===== src/rtl/gdda_pkg.sv =====
// Shared types and constants of the grid ray caster (DDA).
// Used by gdda_dp, gdda_ctrl, grid_ray_caster_dda and the testbench; no dependencies.
package gdda_pkg;

   localparam int POS_W      = 16;
   localparam int VEC_W      = 16;
   localparam int SW_W       = 12;
   localparam int COL_W      = 11;
   localparam int CELL_W     = 6;
   localparam int DIST_W     = 18;
   localparam int SIDE_W     = 2;
   localparam int CSR_IDX_W  = 3;
   localparam int CSR_DATA_W = 16;
   localparam int REQ_DATA_W = 24;
   localparam int RSP_DATA_W = 48;
   localparam int WDIV_W     = 13;  // clamped screen width
   localparam int RAY_W      = 18;  // signed ray component, Q.14
   localparam int ABS_W      = 17;  // magnitude of a ray component
   localparam int FRAC_W     = 10;
   localparam int ONE_Q10    = 1024;
   localparam int ONE_Q14    = 16384;
   localparam int DIST_MAX   = 262143;
   localparam int CAM_MAX    = 32767;

   typedef enum logic [CSR_IDX_W-1:0] {
      CSR_POS_X   = 3'd0,
      CSR_POS_Y   = 3'd1,
      CSR_DIR_X   = 3'd2,
      CSR_DIR_Y   = 3'd3,
      CSR_PLANE_X = 3'd4,
      CSR_PLANE_Y = 3'd5,
      CSR_WIDTH   = 3'd6
   } csr_reg_type;

   localparam logic [SIDE_W-1:0] SIDE_X_POS = 2'd0;
   localparam logic [SIDE_W-1:0] SIDE_Y_POS = 2'd1;
   localparam logic [SIDE_W-1:0] SIDE_X_NEG = 2'd2;
   localparam logic [SIDE_W-1:0] SIDE_Y_NEG = 2'd3;

   typedef struct packed {
      logic clr_step;
      logic map_wr;
      logic item_ld;
      logic cam_go;
      logic cam_ld;
      logic mul;
      logic add;
      logic setup;
      logic step;
      logic set_esc;
      logic dist_go;
      logic out_ld;
   } gdda_cmd_type;

   typedef struct packed {
      logic clr_last;
      logic div_done;
      logic start_esc;
      logic esc;
      logic wall;
      logic lim;
   } gdda_sts_type;

endpackage


===== src/rtl/gdda_ctrl.sv =====
// Controller: sequences clear sweep, map writes, ray setup, DDA steps and result handoff.
// Depends on gdda_pkg.
module gdda_ctrl (
   input  logic                   clock,
   input  logic                   reset,
   input  logic                   req_tvalid,
   input  logic                   req_tuser,
   output logic                   req_tready,
   output logic                   rsp_tvalid,
   input  logic                   rsp_tready,
   output gdda_pkg::gdda_cmd_type cmd,
   input  gdda_pkg::gdda_sts_type sts
);

   typedef enum logic [11:0] {
      ST_CLEAR     = 12'b0000_0000_0001,
      ST_IDLE      = 12'b0000_0000_0010,
      ST_CAM_GO    = 12'b0000_0000_0100,
      ST_CAM_WAIT  = 12'b0000_0000_1000,
      ST_MUL       = 12'b0000_0001_0000,
      ST_ADD       = 12'b0000_0010_0000,
      ST_SETUP     = 12'b0000_0100_0000,
      ST_STEP      = 12'b0000_1000_0000,
      ST_CHECK     = 12'b0001_0000_0000,
      ST_DIST_GO   = 12'b0010_0000_0000,
      ST_DIST_WAIT = 12'b0100_0000_0000,
      ST_FINISH    = 12'b1000_0000_0000
   } state_type;

   state_type state_ff, state_in;
   logic      rsp_valid_ff, rsp_valid_in;

   always_comb begin
      state_in   = state_ff;
      cmd        = '0;
      req_tready = 1'b0;
      unique case (state_ff)
         ST_CLEAR: begin
            cmd.clr_step = 1'b1;
            if (sts.clr_last) state_in = ST_IDLE;
         end
         ST_IDLE: begin
            req_tready = 1'b1;
            if (req_tvalid) begin
               if (req_tuser) begin
                  cmd.item_ld = 1'b1;
                  state_in    = ST_CAM_GO;
               end else begin
                  cmd.map_wr = 1'b1;
               end
            end
         end
         ST_CAM_GO: begin
            cmd.cam_go = 1'b1;
            state_in   = ST_CAM_WAIT;
         end
         ST_CAM_WAIT: begin
            if (sts.div_done) begin
               cmd.cam_ld = 1'b1;
               state_in   = ST_MUL;
            end
         end
         ST_MUL: begin
            cmd.mul  = 1'b1;
            state_in = ST_ADD;
         end
         ST_ADD: begin
            cmd.add  = 1'b1;
            state_in = ST_SETUP;
         end
         ST_SETUP: begin
            cmd.setup = 1'b1;
            state_in  = sts.start_esc ? ST_FINISH : ST_STEP;
         end
         ST_STEP: begin
            cmd.step = 1'b1;
            state_in = ST_CHECK;
         end
         ST_CHECK: begin
            priority if (sts.esc) begin
               state_in = ST_FINISH;
            end else if (sts.wall) begin
               state_in = ST_DIST_GO;
            end else if (sts.lim) begin
               cmd.set_esc = 1'b1;
               state_in    = ST_FINISH;
            end else begin
               state_in = ST_STEP;
            end
         end
         ST_DIST_GO: begin
            cmd.dist_go = 1'b1;
            state_in    = ST_DIST_WAIT;
         end
         ST_DIST_WAIT: begin
            if (sts.div_done) state_in = ST_FINISH;
         end
         ST_FINISH: begin
            if (!rsp_valid_ff || rsp_tready) begin
               cmd.out_ld = 1'b1;
               state_in   = ST_IDLE;
            end
         end
         default: state_in = ST_CLEAR;
      endcase
   end

   always_comb begin
      rsp_valid_in = rsp_valid_ff;
      if (cmd.out_ld) begin
         rsp_valid_in = 1'b1;
      end else if (rsp_tready) begin
         rsp_valid_in = 1'b0;
      end
   end

   always_ff @(posedge clock) begin
      if (reset) begin
         state_ff     <= ST_CLEAR;
         rsp_valid_ff <= 1'b0;
      end else begin
         state_ff     <= state_in;
         rsp_valid_ff <= rsp_valid_in;
      end
   end

   assign rsp_tvalid = rsp_valid_ff;

`ifndef SYNTHESIS
   a_out_slot_free: assert property (@(posedge clock) disable iff (reset)
      cmd.out_ld |-> (!rsp_valid_ff || rsp_tready))
      else $error("result loaded over a pending beat");
   a_rsp_from_finish: assert property (@(posedge clock) disable iff (reset)
      $rose(rsp_tvalid) |-> $past(state_ff == ST_FINISH))
      else $error("result valid raised outside finish");
   a_div_idle_start: assert property (@(posedge clock) disable iff (reset)
      (cmd.cam_go || cmd.dist_go) |-> sts.div_done)
      else $error("divider started while busy");
   a_map_wr_on_accept: assert property (@(posedge clock) disable iff (reset)
      cmd.map_wr |-> (req_tvalid && !req_tuser && state_ff == ST_IDLE))
      else $error("map write without accepted beat");
`endif

endmodule


===== config.mk =====
export PLATFORM = sky130hd
export DESIGN_NAME = gdda_ctrl
export DESIGN_NICKNAME = d
export VERILOG_FILES = /design/src/rtl/gdda_pkg.sv /design/src/rtl/gdda_ctrl.sv
export SDC_FILE = /design/constraint.sdc
export NUM_CORES = 1
export LEC_CHECK = 0
export ABC_AREA = 1
export BUFFER_PORTS_ARGS = -buffer_cell sky130_fd_sc_hd__buf_2
export CAP_MARGIN = 20
export CORE_MARGIN = 10
export CORE_UTILIZATION = 55
export DETAILED_ROUTE_END_ITERATION = 8
export MAX_ROUTING_LAYER = met4
export PLACE_DENSITY_LB_ADDON = 0.05
export SETUP_SLACK_MARGIN = 0.2
export SKIP_LAST_GASP = 1
export SYNTH_ARGS = -nofsm -noshare
export SYNTH_HDL_FRONTEND = slang
export SYNTH_SLANG_ARGS = --single-unit

===== constraint.sdc =====
create_clock -name clock -period 3.5 [get_ports clock]
set_clock_uncertainty 0.05 [all_clocks]
set_input_delay 0.525 -clock clock [delete_from_list [all_inputs] [get_ports clock]]
set_output_delay 0.525 -clock clock [all_outputs]
set_load 0.03 [all_outputs]

Word-level counts from Yosys, hierarchy flattened
Index checks and enable logic that the tools add are counted.
{"block": "word_totals", "ff_bits": 13, "latch_bits": 0, "mem_bits_rw": 0, "mem_bits_ro": 0, "inputBits": 11, "out_inout_bits": 14, "mem_count": 0}
{"block": "op_classes", "n_addsub": 0, "n_mul": 0, "div": 0, "order_cmp": 0, "n_eq_ne": 18, "n_shift": 0, "mux": 33, "n_bitwise": 0, "n_reduce_logical": 4}
{"operator": "case mux 12 bit (12 select lines)", "count": 1}
{"operator": "two-way mux 12 bit", "count": 10}
{"operator": "two-way mux 1 bit", "count": 20}
{"operator": "equality test 12 x 1 -> 1 bit, second input constant", "count": 1}
{"operator": "equality test 12 x 10 -> 1 bit, second input constant", "count": 1}
{"operator": "equality test 12 x 11 -> 1 bit, second input constant", "count": 1}
{"operator": "equality test 12 bit, second input constant", "count": 1}
{"operator": "equality test 12 x 2 -> 1 bit, second input constant", "count": 1}
{"operator": "equality test 12 x 3 -> 1 bit, second input constant", "count": 1}
{"operator": "equality test 12 x 4 -> 1 bit, second input constant", "count": 1}
{"operator": "equality test 12 x 5 -> 1 bit, second input constant", "count": 1}
{"operator": "equality test 12 x 6 -> 1 bit, second input constant", "count": 1}
{"operator": "equality test 12 x 7 -> 1 bit, second input constant", "count": 1}
{"operator": "equality test 12 x 8 -> 1 bit, second input constant", "count": 1}
{"operator": "equality test 12 x 9 -> 1 bit, second input constant", "count": 1}
{"operator": "inequality test 2 bit, second input constant", "count": 6}
{"operator": "AND reduction 6 bit", "count": 1}
{"operator": "two-way mux 2 bit", "count": 2}
{"operator": "nonzero test 2 bit", "count": 1}
{"operator": "zero test 1 bit", "count": 1}
{"operator": "logical OR 1 bit", "count": 1}

Depth between registers and ports, before layout
Gate-level depths: netlist (run 1).
{"block": "logic_depth", "ltp_word": 5, "depth_mapped": 11, "depth_no_buf": 11}

Least setup slack after synthesis (run 1)
OpenSTA, ideal clock, no wires.
{"block": "synth_timing", "kind": "flip-flop to output port", "startpoint": "register state_ff[3]", "endpoint": "output cmd[2] (netlist name)", "arrival_ps": 1599, "required_time_ps": 2925, "path_slack_ps": 1326, "stages_incl_launch_ff": 8, "path_buffers": 0, "cell_sequence": "dfxtp_1 nor2_2 nand2_2 nor2_4 nand2_1 nor2_1 inv_1 nor3_1"}
{"element": "start: declaration", "line_no": "gdda_ctrl.sv:30", "text": "state_type state_ff, state_in;"}
{"element": "start signal: assignment", "line_no": "gdda_ctrl.sv:122", "text": "state_ff <= state_in;"}
{"element": "end: declaration", "line_no": "gdda_ctrl.sv:11", "text": "output gdda_pkg::gdda_cmd_type cmd,"}

==> flow_metrics.env, run 1 <==
export IMPL_status="finished, final reports clean"
export IMPL_min_path_type="in2reg"
export IMPL_synth_most_common_cell="inv_1"
export IMPL_port_buffers=24
export IMPL_synth_distinct_cells=19
export IMPL_antenna_found_initial=0
export IMPL_syn_nets=166
export IMPL_ctsResizeCount=0
export IMPL_crit_slowest_cell="dfxtp_1"
export IMPL_pwr_share_comb=0.474
export IMPL_max_stage_delay_ns=0.33
export IMPL_place_congestion=0.875
export IMPL_setup_slack_ns=1.21
export IMPL_die_width_um=60.9
export IMPL_whs_ns=0.451
export IMPL_wirelength_um=2190
export IMPL_worstMarginPinSlew_ns=0.320
export IMPL_grt_pass1_vias=941
export IMPL_ys_ff_latch=13
export IMPL_drive_gt1_frac=0.280
export IMPL_start_util=0.596
export IMPL_vias=972
export IMPL_clock_fmax_mhz=436
export IMPL_r2r_slack_ns=2.04
export IMPL_synth_commonest_cells="37 x inv_1, 31 x nand2_1, 23 x nor2_1"
export IMPL_r2r_end="state_ff[3]"
export IMPL_synth_area_top_cells="dfxtp_1 28%, inv_1 15%, nand2_1 13%"
export IMPL_worstSkewPairLatency_ns=0.28
export IMPL_yosys_warnings=0
export IMPL_dp_hpwl_um=1850
export IMPL_wire_per_inst_um=11.0
export IMPL_root_buffer="clkbuf_4"
export IMPL_synth_ff_type="dfxtp_1"
export IMPL_drt_initial_drc_count=23
export IMPL_fin_util=0.699
export IMPL_yosysTopAreaCell="dfxtp_1"
export IMPL_power_switching_mw=0.228
export IMPL_clock_sinks=13
export IMPL_syn_avg_cell_area_um2=5.93
export IMPL_hold_violations=0
export IMPL_core_area_um2=1540
export IMPL_async_reset_ff_frac=0
export IMPL_synthesis_area_um2=918
export IMPL_clock_path_buffers=2
export IMPL_setup_viol=0
export IMPL_grt_overflow=0
export IMPL_dp_slack_ns=1.53
export IMPL_cp_required_ns=2.92
export IMPL_leakagePower_nw=0.693
export IMPL_diodes=0
export IMPL_cts_buffers_inserted=3
export IMPL_drcViolationCount=0
export IMPL_clockPowerShare=0.187
export IMPL_area_growth_synth_to_final_pct=17.3
export IMPL_die_area_um2=3700
export IMPL_critical_path_buf_inv_count=2
export IMPL_min_period_ns=2.29
export IMPL_end_kind="primary output"
export IMPL_power_density_nw_per_um2=479
export IMPL_setup_worst_path_end="cmd[2]"
export IMPL_drt_first_pass_iters=5
export IMPL_cp_depth=8
export IMPL_rr_startpoint="state_ff[8]"
export IMPL_track_usage=0.131
export IMPL_drv_cap=0
export IMPL_max_slew_margin_rel=0.785
export IMPL_clk_pin_slew_worst_paths_ns=0.08
export IMPL_crit_start="state_ff[6]"
export IMPL_htree_levels=1
export IMPL_grt_max_degree=8
export IMPL_path_max_fanout=7
export IMPL_post_route_period_util=0.655
export IMPL_rows=14
export IMPL_rr_worst_depth=10
export IMPL_vdd_drop_max_mv=0.419
export IMPL_path_class="reg2out"
export IMPL_grt_pass1_wl_um=3670
export IMPL_final_nets=194
export IMPL_top_level_ports=25
export IMPL_p_int_mw=0.288
export IMPL_synth_edff_count=0
export IMPL_fin_tns_setup_ns=0
export IMPL_seq_area_frac_synth=0.283
export IMPL_synth_top_area_frac=0.283
export IMPL_antenna_left=0
export IMPL_cts_tree="yes"
export IMPL_critPathTopFamily="simple AND/OR/NAND/NOR gates"
export IMPL_die_y_um=60.9
export IMPL_critPathLaunchType="register"
export IMPL_crit_chain="nor2_2 > nand2_2 > nor2_4 > nand2_1 > nor2_1 > inv_1 > nor3_1 > buf_2"
export IMPL_postSynthCellCount=155
export IMPL_cp_data_arrival_time_ns=1.72
export IMPL_maxSlewViolCount=0
export IMPL_pwr_share_seq=0.339
export IMPL_cts_hold_buf=0
export IMPL_via_per_inst=4.91
export IMPL_rsz0062_at_grt="false"
export IMPL_post_cts_buffers=0
export IMPL_dpl_instance_area_um2=1050
export IMPL_switching_share=0.443
export IMPL_final_area_um2=1080
worst reg2reg max path, delay by kind of cell (launching register included):
kind                   cells  cell delay, ns
DFF                        1            0.33
and+or+nand+nor            9            0.92
buffers and inverters      1            0.07
worst min path at each step:
| stage | slack [ns] | from | depth (start not counted) | end |
|---|---|---|---|---|
| finish | 0.45 | sts[1] | 3 | state_ff[9] |
| global route | 0.47 | sts[1] | 3 | state_ff[9] |
| CTS | 0.45 | sts[1] | 3 | state_ff[9] |
| detailed placement | 0.53 | rsp_tvalid | 4 | rsp_tvalid |
| global placement | 0.52 | rsp_tvalid | 4 | rsp_tvalid |
| floorplan | 0.50 | state_ff[5] | 3 | state_ff[5] |
registers in the layout (all words and copies together) (netlist names):
signal      cells
state_ff       12
rsp_tvalid      1
power groups by stage:
| stage | clock (mW) | sequential, mW | combinational, mW |
|---|---|---|---|
| after floorplan | 0 | 0.176 | 0.192 |
| after global routing | 0.108 | 0.177 | 0.273 |
| after detailed placement | 0 | 0.179 | 0.242 |
| after global placement | 0 | 0.178 | 0.240 |
| after CTS | 0.0977 | 0.175 | 0.244 |
| final | 0.0966 | 0.175 | 0.244 |
per-stage QoR:
step | cells | power, mW
after floorplan | 155 | 0.368
after global placement | 194 | 0.418
after detailed placement | 194 | 0.420
after CTS | 198 | 0.517
after global routing | 198 | 0.558
final | 198 | 0.516
final cells by class:
cell class / instances / area (um^2)
clock buffer: 4 / 26.3
multi-input combinational: 103 / 508
inverter: 38 / 143
fill: 145 / 464
tap: 16 / 20.0
sequential: 13 / 260
timing repair buffer: 24 / 120
cell usage in the layout, fill, tap and decap left out, drive strengths merged:
cell type	n
nand2	40
inv	38
nor2	34
buf	24
dfxtp	13
nand3	10
nor3	9
clkbuf	4
nand4	3
a21oi	3
o211ai	1
or2	1
o21bai	1
o21ai	1
cells by family after synthesis:
logic type | Yosys count | share of synthesized area
AOI/OAI and AO/OA | 6 | 0.0381
buffers and inverters | 39 | 0.163
DFF | 13 | 0.283
and+or+nand+nor | 97 | 0.515
metal layers:
metal	global-route usage	part of all wire
met5	-	0
met4	0.0658	0.025
met3	0.0397	0.082
met2	0.201	0.43
met1	0.150	0.46
Power figures use the tool's default switching activity.
==> run 2, diff against run 1 <==
- ABC_AREA: 1 -> 0
- CORE_UTILIZATION: 55 -> 47
- clock period: 3.5 -> 2.1 ns (I/O delays scaled with it)
==> flow_metrics.env, run 2 <==
export IMPL_largest_register="state_ff"
export IMPL_drt_first_pass_iters=4
export IMPL_antenna_left=0
export IMPL_setup_viol=7
export IMPL_fill_cells=104
export IMPL_maxSlewViolCount=0
export IMPL_synth_distinct_cells=43
export IMPL_die_y_um=66.4
export IMPL_rr_worst_depth=8
export IMPL_wire_per_inst_um=20.8
export IMPL_path_class="reg2out"
export IMPL_max_slew_margin_rel=0.655
export IMPL_path_max_fanout=4
export IMPL_leakagePower_nw=0.671
export IMPL_syn_nets=135
export IMPL_min_period_ns=2.21
export IMPL_r2r_end="state_ff[2]"
export IMPL_largest_register_ff_count=12
export IMPL_clock_sinks=13
export IMPL_met1_usage=0.199
export IMPL_power_density_nw_per_um2=743
export IMPL_clk_pin_slew_worst_paths_ns=0.10
export IMPL_grt_overflow=0
export IMPL_die_area_um2=4410
export IMPL_vdd_drop_max_mv=0.512
export IMPL_cp_data_arrival_time_ns=1.85
export IMPL_clock_path_buffers=2
export IMPL_rows=16
export IMPL_cts_tree="yes"
export IMPL_r2r_slack_ns=0.09
export IMPL_clock_fmax_mhz=452
export IMPL_place_congestion=0.831
export IMPL_yosys_warnings=0
export IMPL_postSynthCellCount=124
export IMPL_hold_path_depth=2
export IMPL_final_cells=203
export IMPL_synth_top_area_frac=0.257
export IMPL_diodes=0
export IMPL_drive_gt1_frac=0.608
export IMPL_synthesis_area_um2=1010
export IMPL_rsz0062_at_grt="true"
export IMPL_vias=1315
export IMPL_seq_area_frac_synth=0.257
export IMPL_use_met3=0.0373
export IMPL_async_reset_ff_frac=0
export IMPL_worstHoldStart="reset"
export IMPL_ys_ff_latch=13
export IMPL_power_total_mw=1.26
export IMPL_drt_initial_drc_count=157
export IMPL_top_level_ports=25
export IMPL_area_growth_synth_to_final_pct=67.5
export IMPL_antenna_found_initial=0
export IMPL_dp_hpwl_um=2310
export IMPL_min_path_type="in2reg"
export IMPL_whs_endpoint="state_ff[7]"
export IMPL_synth_commonest_cells="13 x dfxtp_1, 13 x nor2_1, 9 x nand2_1"
export IMPL_fin_tns_setup_ns=-0.305
export IMPL_end_kind="primary output"
export IMPL_track_usage=0.179
export IMPL_core_area_um2=2000
export IMPL_htree_levels=1
export IMPL_critPathLaunchType="register"
export IMPL_post_route_period_util=1.05
export IMPL_rr_startpoint="state_ff[0]"
export IMPL_drv_cap=0
export IMPL_violations="negative setup slack"
export IMPL_grt_max_degree=11
export IMPL_cts_hold_buf=0
export IMPL_synth_area_top_cells="dfxtp_1 26%, nor4_2 4.9%, nor2_1 4.8%"
export IMPL_cts_buffers_inserted=3
export IMPL_hold_violations=0
export IMPL_synth_edff_count=0
export IMPL_worstMarginPinSlew_ns=0.511
export IMPL_port_buffers=24
export IMPL_start_util=0.506
export IMPL_synth_ff_type="dfxtp_1"
export IMPL_syn_avg_cell_area_um2=8.17
export IMPL_root_buffer="clkbuf_4"
export IMPL_dp_cells=179
export IMPL_final_cell_mix="32 x buf_4, 14 x buf_6, 11 x buf_2, 10 x nor2_1"
export IMPL_cp_required_ns=1.74
export IMPL_wirelength_um=4220
export IMPL_via_per_inst=6.48
export IMPL_setup_slack_ns=-0.114
export IMPL_fin_util=0.848
export IMPL_die_width_um=66.4
export IMPL_drcViolationCount=0
export IMPL_worstSkewPairLatency_ns=0.29
export IMPL_mostFrequentLayoutCell="buf_4"
export IMPL_yosysTopAreaCell="dfxtp_1"
export IMPL_grt_pass1_vias=1224
export IMPL_grt_busiest_layer="met2"
export IMPL_grt_pass1_wl_um=6000
export IMPL_status="complete, but fails checks"
export IMPL_grt_util_met2=0.299
export IMPL_final_nets=188
-- run 2: changes by cell type after synthesis, moves of 4 or more --
cell,delta
inv_1,-32
nand2_1,-22
nand2_2,-9
nand3_1,-4
nor2_1,-10
nor2_2,-9
nor4_1,+4
nor4_2,+4
nor4b_1,+5
o21ai_0,+5
xor2_1,+5
-- run 2: area by class of cell --
type                            instances  area (um^2)  area share
Inverter                                5         18.8      0.0111
Timing Repair Buffer                   58          473       0.279
Sequential cell                        13          290       0.171
Tap cell                               27         33.8      0.0199
Multi-Input combinational cell         96          856       0.504
Clock buffer                            4         26.3      0.0155
-- run 2: through the flow --
step	cell area (um^2)	hold slack (ns)	setup WS, ns
floorplan	1100	0.334	0.0133
global placement	1280	0.529	0.142
detailed placement	1280	0.532	0.127
CTS	1600	0.219	-0.0493
global route	1700	0.231	-0.235
finish	1700	0.233	-0.114
-- run 2: power breakdown --
group          switching, mW  total [mW]  internal (mW)
Sequential            0.0404       0.313          0.273
Combinational          0.371       0.774          0.403
Clock                  0.100       0.174         0.0739
-- run 2: cell families after synthesis --
kind of cell / Yosys count / share of synthesized area
AO/OA/AOI/OAI: 22 / 0.165
XOR/XNOR: 5 / 0.0432
buffers and inverters: 15 / 0.0778
flip-flops: 13 / 0.257
multiplexers: 1 / 0.00988
AND/OR/NAND/NOR: 68 / 0.447
-- run 2: timing repair --
| action | in CTS | in global routing |
|---|---|---|
| setup endpoints to repair | 19 | 20 |
| pin swaps | 15 | 12 |
| resized for setup | 51 | 15 |
| buffers inserted | 17 | 3 |
-- run 2: routing by layer --
layer  vias to the layer above  routed length (um)
met2                        98                2050
met3                        27                 434
met1                       614                1530
met5                         -                   0
met4                         0                 204
li1                        576                   -
-- run 2: worst max-delay path by stage --
stage	start	to	cells after the start
after floorplan	state_ff[4]	cmd[10]	5
after global placement	state_ff[1]	cmd[9]	4
after detailed placement	state_ff[1]	cmd[9]	4
after CTS	state_ff[0]	cmd[9]	4
after global routing	state_ff[0]	cmd[2]	6
final	state_ff[0]	cmd[2]	6
-- run 2: critical path, stage by stage (launching register included) --
cell     delay, ns
dfxtp_4       0.36
buf_12        0.13
nor4_4        0.40
buf_4         0.21
nand4_1       0.12
nor2_1        0.17
buf_4         0.18
